### src/sv/i2c_register_transaction_sequencer_defines.svh
// Assertion macros for the I2C register transaction sequencer.
// Included by the top level, which holds the concurrent assertions.
`ifndef I2C_REGISTER_TRANSACTION_SEQUENCER_DEFINES_SVH
`define I2C_REGISTER_TRANSACTION_SEQUENCER_DEFINES_SVH

// The consequent must hold in the same cycle as the antecedent.
`define I2CRTS_ASSERT_SAME(label, clk, rst_n, ante, cons) \
  label: assert property (@(posedge clk) disable iff (!(rst_n)) (ante) |-> (cons)) \
    else $error("i2crts: same-cycle check failed");

// The consequent must hold in the cycle after the antecedent.
`define I2CRTS_ASSERT_NEXT(label, clk, rst_n, ante, cons) \
  label: assert property (@(posedge clk) disable iff (!(rst_n)) (ante) |=> (cons)) \
    else $error("i2crts: next-cycle check failed");

`endif

### src/sv/i2crts_pkg.sv
// Shared types and codes for the I2C register transaction sequencer.
// No dependencies; used by the core, the top level and the testbench.
`timescale 1ns / 1ps

package i2crts_pkg;

  // Kind of input item.
  typedef enum logic [1:0] {
    REQ_WRITE = 2'd0,
    REQ_READ  = 2'd1,
    REQ_EVENT = 2'd2,
    REQ_ERROR = 2'd3
  } req_type_t;

  // Transaction phase.
  typedef enum logic [3:0] {
    PH_IDLE    = 4'd0,
    PH_START   = 4'd1,
    PH_ADDR_W  = 4'd2,
    PH_REG     = 4'd3,
    PH_DATA    = 4'd4,
    PH_RESTART = 4'd5,
    PH_ADDR_R  = 4'd6,
    PH_RX      = 4'd7
  } phase_t;

  // Acknowledge control codes.
  localparam logic [1:0] ACK_KEEP = 2'd0;
  localparam logic [1:0] ACK_OFF  = 2'd1;
  localparam logic [1:0] ACK_ON   = 2'd2;

  // Interrupt control codes.
  localparam logic [1:0] IRQ_KEEP = 2'd0;
  localparam logic [1:0] IRQ_ON   = 2'd1;
  localparam logic [1:0] IRQ_OFF  = 2'd2;

  // Completion status codes.
  localparam logic [1:0] ST_OK   = 2'd0;
  localparam logic [1:0] ST_NACK = 2'd1;
  localparam logic [1:0] ST_BUS  = 2'd2;

  // One input item.
  typedef struct packed {
    req_type_t   req_type;
    logic [7:0]  dev_wr_addr;
    logic [7:0]  dev_rd_addr;
    logic [7:0]  reg_addr;
    logic [7:0]  write_data;
    logic        flag_start_sent;
    logic        flag_addr_done;
    logic        flag_tx_empty;
    logic        flag_byte_done;
    logic        flag_rx_ready;
    logic        flag_ack_fail;
    logic [7:0]  rx_byte;
  } in_item_t;

  // One result item.
  typedef struct packed {
    logic        drive_start;
    logic        drive_stop;
    logic        tx_valid;
    logic [7:0]  tx_byte;
    logic [1:0]  ack_control;
    logic [1:0]  irq_control;
    logic        clear_addr_flag;
    logic        clear_errors;
    logic        done_res;
    logic [1:0]  status;
    logic        rx_valid;
    logic [7:0]  rx_data;
  } out_item_t;

  // Core status toward the top level.
  typedef struct packed {
    logic busy;
  } core_status_t;

endpackage

### src/sv/i2crts_stream_if.sv
// Valid/ready channel interface carrying one payload per transfer.
// The payload type is set per instance; used by the top level ports.
`timescale 1ns / 1ps

interface i2crts_stream_if #(
  parameter type payload_t = logic
);
  logic     valid;
  logic     ready;
  payload_t data;

  modport source (output valid, output data, input ready);
  modport sink   (input valid, input data, output ready);
endinterface

### src/sv/i2crts_core.sv
// Phase state machine and saved transaction fields of the sequencer.
// Depends on i2crts_pkg; one item is processed on each cycle that step_en is high.
`timescale 1ns / 1ps

module i2crts_core (
  input  logic                  clk,
  input  logic                  rst_n,
  input  logic                  step_en,
  input  i2crts_pkg::in_item_t  item,
  output i2crts_pkg::out_item_t res,
  output i2crts_pkg::core_status_t stat
);
  import i2crts_pkg::*;

  phase_t     phase_r, phase_nxt;
  logic [7:0] wr_addr_r, wr_addr_nxt;
  logic [7:0] rd_addr_r, rd_addr_nxt;
  logic [7:0] reg_r, reg_nxt;
  logic [7:0] data_r, data_nxt;
  logic       read_mode_r, read_mode_nxt;

  // Next phase and saved fields.
  always_comb begin
    phase_nxt     = phase_r;
    wr_addr_nxt   = wr_addr_r;
    rd_addr_nxt   = rd_addr_r;
    reg_nxt       = reg_r;
    data_nxt      = data_r;
    read_mode_nxt = read_mode_r;
    case (item.req_type)
      REQ_WRITE, REQ_READ: begin
        if (phase_r == PH_IDLE) begin
          wr_addr_nxt = item.dev_wr_addr;
          reg_nxt     = item.reg_addr;
          if (item.req_type == REQ_READ) begin
            rd_addr_nxt   = item.dev_rd_addr;
            read_mode_nxt = 1'b1;
          end else begin
            data_nxt      = item.write_data;
            read_mode_nxt = 1'b0;
          end
          phase_nxt = PH_START;
        end
      end
      REQ_EVENT: begin
        case (phase_r)
          PH_START:   if (item.flag_start_sent) phase_nxt = PH_ADDR_W;
          PH_ADDR_W:  if (item.flag_addr_done) phase_nxt = PH_REG;
          PH_REG:     if (item.flag_tx_empty) phase_nxt = read_mode_r ? PH_RESTART : PH_DATA;
          PH_DATA:    if (item.flag_byte_done) phase_nxt = PH_IDLE;
          PH_RESTART: if (item.flag_start_sent) phase_nxt = PH_ADDR_R;
          PH_ADDR_R:  if (item.flag_addr_done) phase_nxt = PH_RX;
          PH_RX:      if (item.flag_rx_ready) phase_nxt = PH_IDLE;
          default:    phase_nxt = phase_r;
        endcase
      end
      REQ_ERROR: begin
        phase_nxt = PH_IDLE;
      end
      default: phase_nxt = phase_r;
    endcase
  end

  // Result fields for the current item; everything not named stays zero.
  always_comb begin
    res = '0;
    case (item.req_type)
      REQ_WRITE, REQ_READ: begin
        if (phase_r == PH_IDLE) begin
          res.irq_control = IRQ_ON;
          res.drive_start = 1'b1;
        end
      end
      REQ_EVENT: begin
        case (phase_r)
          PH_START: begin
            if (item.flag_start_sent) begin
              res.tx_valid = 1'b1;
              res.tx_byte  = wr_addr_r;
            end
          end
          PH_ADDR_W: begin
            if (item.flag_addr_done) begin
              res.clear_addr_flag = 1'b1;
              res.tx_valid        = 1'b1;
              res.tx_byte         = reg_r;
            end
          end
          PH_REG: begin
            if (item.flag_tx_empty) begin
              if (read_mode_r) begin
                res.drive_start = 1'b1;
              end else begin
                res.tx_valid = 1'b1;
                res.tx_byte  = data_r;
              end
            end
          end
          PH_DATA: begin
            if (item.flag_byte_done) begin
              res.irq_control = IRQ_OFF;
              res.drive_stop  = 1'b1;
              res.done_res    = 1'b1;
            end
          end
          PH_RESTART: begin
            if (item.flag_start_sent) begin
              res.tx_valid = 1'b1;
              res.tx_byte  = rd_addr_r;
            end
          end
          PH_ADDR_R: begin
            if (item.flag_addr_done) begin
              res.ack_control     = ACK_OFF;
              res.clear_addr_flag = 1'b1;
              res.drive_stop      = 1'b1;
            end
          end
          PH_RX: begin
            if (item.flag_rx_ready) begin
              res.rx_valid    = 1'b1;
              res.rx_data     = item.rx_byte;
              res.ack_control = ACK_ON;
              res.irq_control = IRQ_OFF;
              res.done_res    = 1'b1;
            end
          end
          default: res = '0;
        endcase
      end
      REQ_ERROR: begin
        if (phase_r != PH_IDLE) begin
          res.clear_errors = 1'b1;
          res.irq_control  = IRQ_OFF;
          res.drive_stop   = 1'b1;
          res.done_res     = 1'b1;
          res.status       = item.flag_ack_fail ? ST_NACK : ST_BUS;
        end
      end
      default: res = '0;
    endcase
  end

  assign stat.busy = (phase_r != PH_IDLE);

  // State registers advance only when an item is processed.
  always_ff @(posedge clk) begin
    if (!rst_n) begin
      phase_r     <= PH_IDLE;
      wr_addr_r   <= '0;
      rd_addr_r   <= '0;
      reg_r       <= '0;
      data_r      <= '0;
      read_mode_r <= 1'b0;
    end else if (step_en) begin
      phase_r     <= phase_nxt;
      wr_addr_r   <= wr_addr_nxt;
      rd_addr_r   <= rd_addr_nxt;
      reg_r       <= reg_nxt;
      data_r      <= data_nxt;
      read_mode_r <= read_mode_nxt;
    end
  end

endmodule

### src/sv/i2c_register_transaction_sequencer.sv
// Top level of the I2C register transaction sequencer: input register,
// core state machine and result register. Depends on i2crts_pkg,
// i2crts_stream_if, i2crts_core and the assertion macro header.
//
//   Channel   Direction  Payload      Transfer when
//   in_chan   sink       in_item_t    in_chan.valid && in_chan.ready
//   out_chan  source     out_item_t   out_chan.valid && out_chan.ready
//
// Each item yields exactly one result, through the input register and the
// result register; one item per cycle is sustained while the output is not stalled.
// Only the core's phase register and saved fields persist across items; each updates once per item.
// Reset is synchronous and active low; it empties both stages and returns
// the phase to idle.
// A stalled output holds its result; the input stage keeps filling until it
// also holds an item, then in_chan.ready drops.
`timescale 1ns / 1ps
`include "i2c_register_transaction_sequencer_defines.svh"

module i2c_register_transaction_sequencer (
  input  logic                   clk,
  input  logic                   rst_n,
  i2crts_stream_if.sink          in_chan,
  i2crts_stream_if.source        out_chan
);
  import i2crts_pkg::*;

  logic         in_valid_r, in_valid_nxt;
  in_item_t     in_data_r;
  logic         out_valid_r, out_valid_nxt;
  out_item_t    out_data_r;
  out_item_t    core_res;
  core_status_t core_stat;
  logic         out_load;
  logic         step_en;
  logic         in_xfer;

  // Handshake: the result register frees when empty or being drained.
  assign out_load       = !out_valid_r || out_chan.ready;
  assign step_en        = in_valid_r && out_load;
  assign in_chan.ready  = !in_valid_r || out_load;
  assign in_xfer        = in_chan.valid && in_chan.ready;
  assign out_chan.valid = out_valid_r;
  assign out_chan.data  = out_data_r;

  always_comb begin
    in_valid_nxt  = in_xfer ? 1'b1 : (step_en ? 1'b0 : in_valid_r);
    out_valid_nxt = step_en ? 1'b1 : (out_chan.ready ? 1'b0 : out_valid_r);
  end

  // Stage valid bits.
  always_ff @(posedge clk) begin
    if (!rst_n) begin
      in_valid_r  <= 1'b0;
      out_valid_r <= 1'b0;
    end else begin
      in_valid_r  <= in_valid_nxt;
      out_valid_r <= out_valid_nxt;
    end
  end

  // Payload registers.
  always_ff @(posedge clk) begin
    if (in_xfer) begin
      in_data_r <= in_chan.data;
    end
    if (step_en) begin
      out_data_r <= core_res;
    end
  end

  i2crts_core u_core (
    .clk     (clk),
    .rst_n   (rst_n),
    .step_en (step_en),
    .item    (in_data_r),
    .res     (core_res),
    .stat    (core_stat)
  );

  // A finished transaction leaves the core idle.
  `I2CRTS_ASSERT_NEXT(a_done_idle, clk, rst_n, step_en && core_res.done_res, !core_stat.busy)
  // A START that enables interrupts opens a transaction.
  `I2CRTS_ASSERT_NEXT(a_req_busy, clk, rst_n, step_en && core_res.drive_start && (core_res.irq_control == IRQ_ON), core_stat.busy)
  // A failure status or a received byte only comes with completion.
  `I2CRTS_ASSERT_SAME(a_status_done, clk, rst_n, (core_res.status != ST_OK) || core_res.rx_valid, core_res.done_res)
  // Nothing is accepted while both stages are full and the output stalls.
  `I2CRTS_ASSERT_SAME(a_full_stall, clk, rst_n, in_valid_r && out_valid_r && !out_chan.ready, !in_chan.ready)

endmodule

### src/flat_wrapper.sv
// flat-port wrapper written by rule: the top's interface ports become plain ports
module i2c_register_transaction_sequencer_flat import i2crts_pkg::*;
  (clk, rst_n, in_chan_valid, in_chan_data, in_chan_ready, out_chan_valid, out_chan_data, out_chan_ready);
  i2crts_stream_if #(.payload_t(in_item_t)) in_chan_i ();
  i2crts_stream_if #(.payload_t(out_item_t)) out_chan_i ();
  input  logic clk;
  input  logic rst_n;
  input wire logic [$bits(in_chan_i.valid)-1:0] in_chan_valid;
  input wire logic [$bits(in_chan_i.data)-1:0] in_chan_data;
  output wire logic [$bits(in_chan_i.ready)-1:0] in_chan_ready;
  output wire logic [$bits(out_chan_i.valid)-1:0] out_chan_valid;
  output wire logic [$bits(out_chan_i.data)-1:0] out_chan_data;
  input wire logic [$bits(out_chan_i.ready)-1:0] out_chan_ready;
  assign in_chan_i.valid = in_chan_valid;
  assign in_chan_i.data = in_chan_data;
  assign in_chan_ready = in_chan_i.ready;
  assign out_chan_valid = out_chan_i.valid;
  assign out_chan_data = out_chan_i.data;
  assign out_chan_i.ready = out_chan_ready;
  i2c_register_transaction_sequencer u_core (.clk(clk), .rst_n(rst_n), .in_chan(in_chan_i), .out_chan(out_chan_i));
endmodule
### config.mk
export PLATFORM = sky130hd
export DESIGN_NAME = i2c_register_transaction_sequencer_flat
export DESIGN_NICKNAME = d
export VERILOG_FILES = /design/src/sv/i2crts_pkg.sv /design/src/sv/i2crts_stream_if.sv /design/src/sv/i2crts_core.sv /design/src/sv/i2c_register_transaction_sequencer.sv /design/src/flat_wrapper.sv
export VERILOG_INCLUDE_DIRS = /design/src /design/src/sv
export SDC_FILE = /design/constraint.sdc
export NUM_CORES = 1
export LEC_CHECK = 0
export BUFFER_PORTS_ARGS = -buffer_cell sky130_fd_sc_hd__buf_4
export CAP_MARGIN = 20
export CORE_ASPECT_RATIO = 0.6
export CORE_MARGIN = 1
export CORE_UTILIZATION = 37
export CTS_CLUSTER_DIAMETER = 200
export CTS_CLUSTER_SIZE = 40
export DETAILED_ROUTE_END_ITERATION = 10
export GPL_TIMING_DRIVEN = 0
export HOLD_SLACK_MARGIN = 0.05
export SYNTH_ARGS = -nofsm -noshare
export SYNTH_HDL_FRONTEND = slang
export SYNTH_SLANG_ARGS = --single-unit
### constraint.sdc
create_clock -name clk -period 2.4 [get_ports clk]
set_input_delay 0.12 -clock clk [delete_from_list [all_inputs] [get_ports clk]]
set_output_delay 0.12 -clock clk [all_outputs]
set_load 0.01 [all_outputs]
==> impl_metrics.toml <==
[critical_path]
cp_max_fo = 10
cpPeakStageDelay_ns = 0.77
cpLargestDelayFamily = "simple AND/OR/NAND/NOR gates"
path_class = "reg2reg"
cp_cell_sequence = "buf_2 -> nand2_1 -> nor4b_2 -> a2bb2oi_1 -> a21oi_1"
r2r_slack_ns = 0.27
timing.critical_path.buf_inv = 1
slowest_stage = "nor4b_2"
endpoint_kind = "flip-flop"
cp-start-kind = "flip-flop"
arrival_ns = 2.36
worstPathRequired_ns = 2.63

[timing]
hold_violations = 0
rsz0062_at_grt = "no"
period_needed_ns = 2.13
timing.fmax_ghz = 0.468
skew_ns = 0.00758
setup_tns_ns = 0
finalSetupViolCount = 0
max-slew-margin-rel = 0.421
slew_viol_final = 0
timing.final.crit_share = 0.889
tightest_slew_ns = 0.866

[cells_and_area]
syn2layout_area_growth_pct = 46.2
antenna_cells = 0
nFillCells = 963
layout-drive-gt1-share = 0.263
final_nets = 514

[logic_synthesis]
ys_ff_latch = 114
yosys_warnings = 0
synth_area_per_cell_um2 = 13.9
ys_async_sr_fraction = 0
syn_area_um2 = 4290
synth_nets = 361
ys_seq_area_frac = 0.709
synth-main-ff-cell = "edfxtp_1"
ys_types = 41
synth_enable_flop_cells = 76
syn_inst = 309

[routing]
dr.first_iter.drc_count = 172
wl_per_cell_um = 14.2
ant_nets = 0
wl_um = 9020
drt_pass1_iterations = 4
post-route-drc-count = 0
via_per_inst = 4.61
vias = 2926

[clocking]
cts_root_buf = "clkbuf_16"
htree_levels = 4
clk_latency_ns = 0.41
post_cts_resized = 0
cts_setup_buffers = 0
numCtsBuffers = 17
clock_sinks = 114
clkTransAtPathRegs_ns = 0.05
cts_tree = "done"
ctsLongestPathBuffers = 2

[floorplan]
die-area_um2 = 12000
io_pins = 83
start_util = 0.380
core.rowCount = 30
dieWidth_um = 141
core_region_area_um2 = 11300
die_h_um = 85.4

[placed_design]
dp_hpwl_um = 6130
gp_congestion = 0.861
port_buffers = 82

[power]
max-vdd-ir-drop_mv = 0.506
power_leakage_nw = 2.63
power.density_nw_per_um2 = 826
p_total_w = 0.00518

[min_path]
holdCritPathClass = "in2reg"

[grt]
grt_max_degree = 33
grt_pass1_wl_um = 14700
grt.overflow.total = 0
antenna_found_initial = 0
grt_use_total = 0.167
grt_pass1_vias = 2958

[run]
cap_violations = 0

[outcome]
run_status = "completed"
[synth_stat cells, types with 2 or more instances]
cell / count / area, µm²
mux2i_1: 33 / 330
a22oi_1: 8 / 60.1
and2_1: 12 / 75.1
a21oi_1: 10 / 50.1
inv_1: 6 / 22.5
nand3_1: 2 / 10.0
clkbuf_1: 7 / 26.3
nand2b_1: 3 / 18.8
o21ai_0: 4 / 20.0
dfxtp_1: 38 / 761
nor2_1: 38 / 143
a2bb2oi_1: 8 / 70.1
buf_1: 2 / 7.51
o32ai_1: 2 / 17.5
edfxtp_1: 76 / 2280
and3b_1: 3 / 26.3
and3_1: 2 / 12.5
nor2b_1: 7 / 43.8
buf_2: 3 / 15.0
nand2_1: 19 / 71.3
a211oi_1: 3 / 22.5
nor3b_1: 3 / 22.5
buf_6: 2 / 22.5
[metrics by stage]
step                setup slack, ns  hold slack [ns]  utilization  area (µm²)  instances
CTS                           0.296            0.115        0.553        6250        634
global placement             -0.303            0.299        0.452        5110        551
detailed placement            0.311            0.299        0.454        5130        552
floorplan                     0.181            0.219            -        4290        309
finish                        0.265            0.142        0.555        6270        635
global route                 0.0880            0.173        0.555        6270        635
[power by group]
part / internal (W) / switching (W) / total, W
logic: 0.000195 / 0.000153 / 0.000348
registers: 0.00219 / 0.0000411 / 0.00224
clock network: 0.00173 / 0.000862 / 0.00260
[cell families after synthesis]
group | Yosys count | share of synthesized area
AO/OA/AOI/OAI | 43 | 0.0706
flip-flops | 114 | 0.709
AND/OR/NAND/NOR | 97 | 0.119
multiplexers | 33 | 0.0770
buffers and inverters | 22 | 0.0245
[state kept, by name (all words and copies together), names as in the netlist]
register / flops
u_core.in_data_r: 48
u_core.in_valid_r: 1
u_core.out_chan.data: 28
u_core.out_chan.valid: 1
u_core.u_core.data_r: 8
u_core.u_core.phase_r: 3
u_core.u_core.rd_addr_r: 8
u_core.u_core.read_mode_r: 1
u_core.u_core.reg_r: 8
u_core.u_core.wr_addr_r: 8
[per-layer routing]
layer	vias to the layer above	share of wire	global-route usage
li1	1445	-	-
met1	1389	0.50	0.222
met2	77	0.43	0.244
met3	15	0.056	0.0615
met4	0	0.015	0.0711
met5	-	0	0
[layout make-up]
cell class,instances,area (µm²),share of cell area
clock inverter,13,184,0.0293
tap,160,200,0.0319
multi-input combinational,173,1140,0.182
sequential,114,3040,0.485
clock buffer,19,433,0.0690
timing repair buffer,134,1160,0.185
buffer,15,78.8,0.0126
inverter,7,26.3,0.00419
[layout by cell type (no fill, tap or decap), types with 2 or more instances in the layout]
cell | Yosys | layout
and3_1 | 2 | 2
dfxtp_1 | 38 | 38
bufinv_16 | 0 | 4
buf_4 | 1 | 83
nand2_1 | 19 | 19
clkbuf_1 | 7 | 9
a21oi_1 | 10 | 10
and2_1 | 12 | 11
dlygate4sd3_1 | 0 | 50
mux2i_1 | 33 | 33
nor2b_1 | 7 | 7
clkinvlp_4 | 0 | 3
clkinv_2 | 0 | 3
nor2_1 | 38 | 38
a22oi_1 | 8 | 8
buf_1 | 2 | 2
buf_2 | 3 | 3
nand2b_1 | 3 | 3
nor3b_1 | 3 | 3
nand3_1 | 2 | 2
buf_6 | 2 | 2
inv_1 | 6 | 6
a211oi_1 | 3 | 3
o32ai_1 | 2 | 2
and3b_1 | 3 | 3
a2bb2oi_1 | 8 | 8
clkbuf_16 | 0 | 17
edfxtp_1 | 76 | 76
inv_6 | 0 | 2
o21ai_0 | 4 | 4
[tightest hold or removal path: stages]
cell	delay, ns
buf_4	0.09
nor2b_1	0.09
a21oi_1	0.15
nor2_1	0.05
[path summary, 6_finish.rpt]
check | from | endpoint | cells past startpoint
setup / recovery | u_core.u_core.phase_r[0] | u_core.out_chan.data[25] | 5
hold / removal | out_chan_ready | u_core.in_valid_r | 4
setup reg to reg | u_core.u_core.phase_r[0] | u_core.out_chan.data[25] | 5
hold reg to reg | u_core.in_data_r[34] | u_core.u_core.rd_addr_r[4] | 2
[timing repair]
action,in CTS,in global routing
hold buffers,50,0
hold endpoints to repair,52,0
setup endpoints to repair,0,0
No activity file was read; power rests on OpenSTA's default activity.
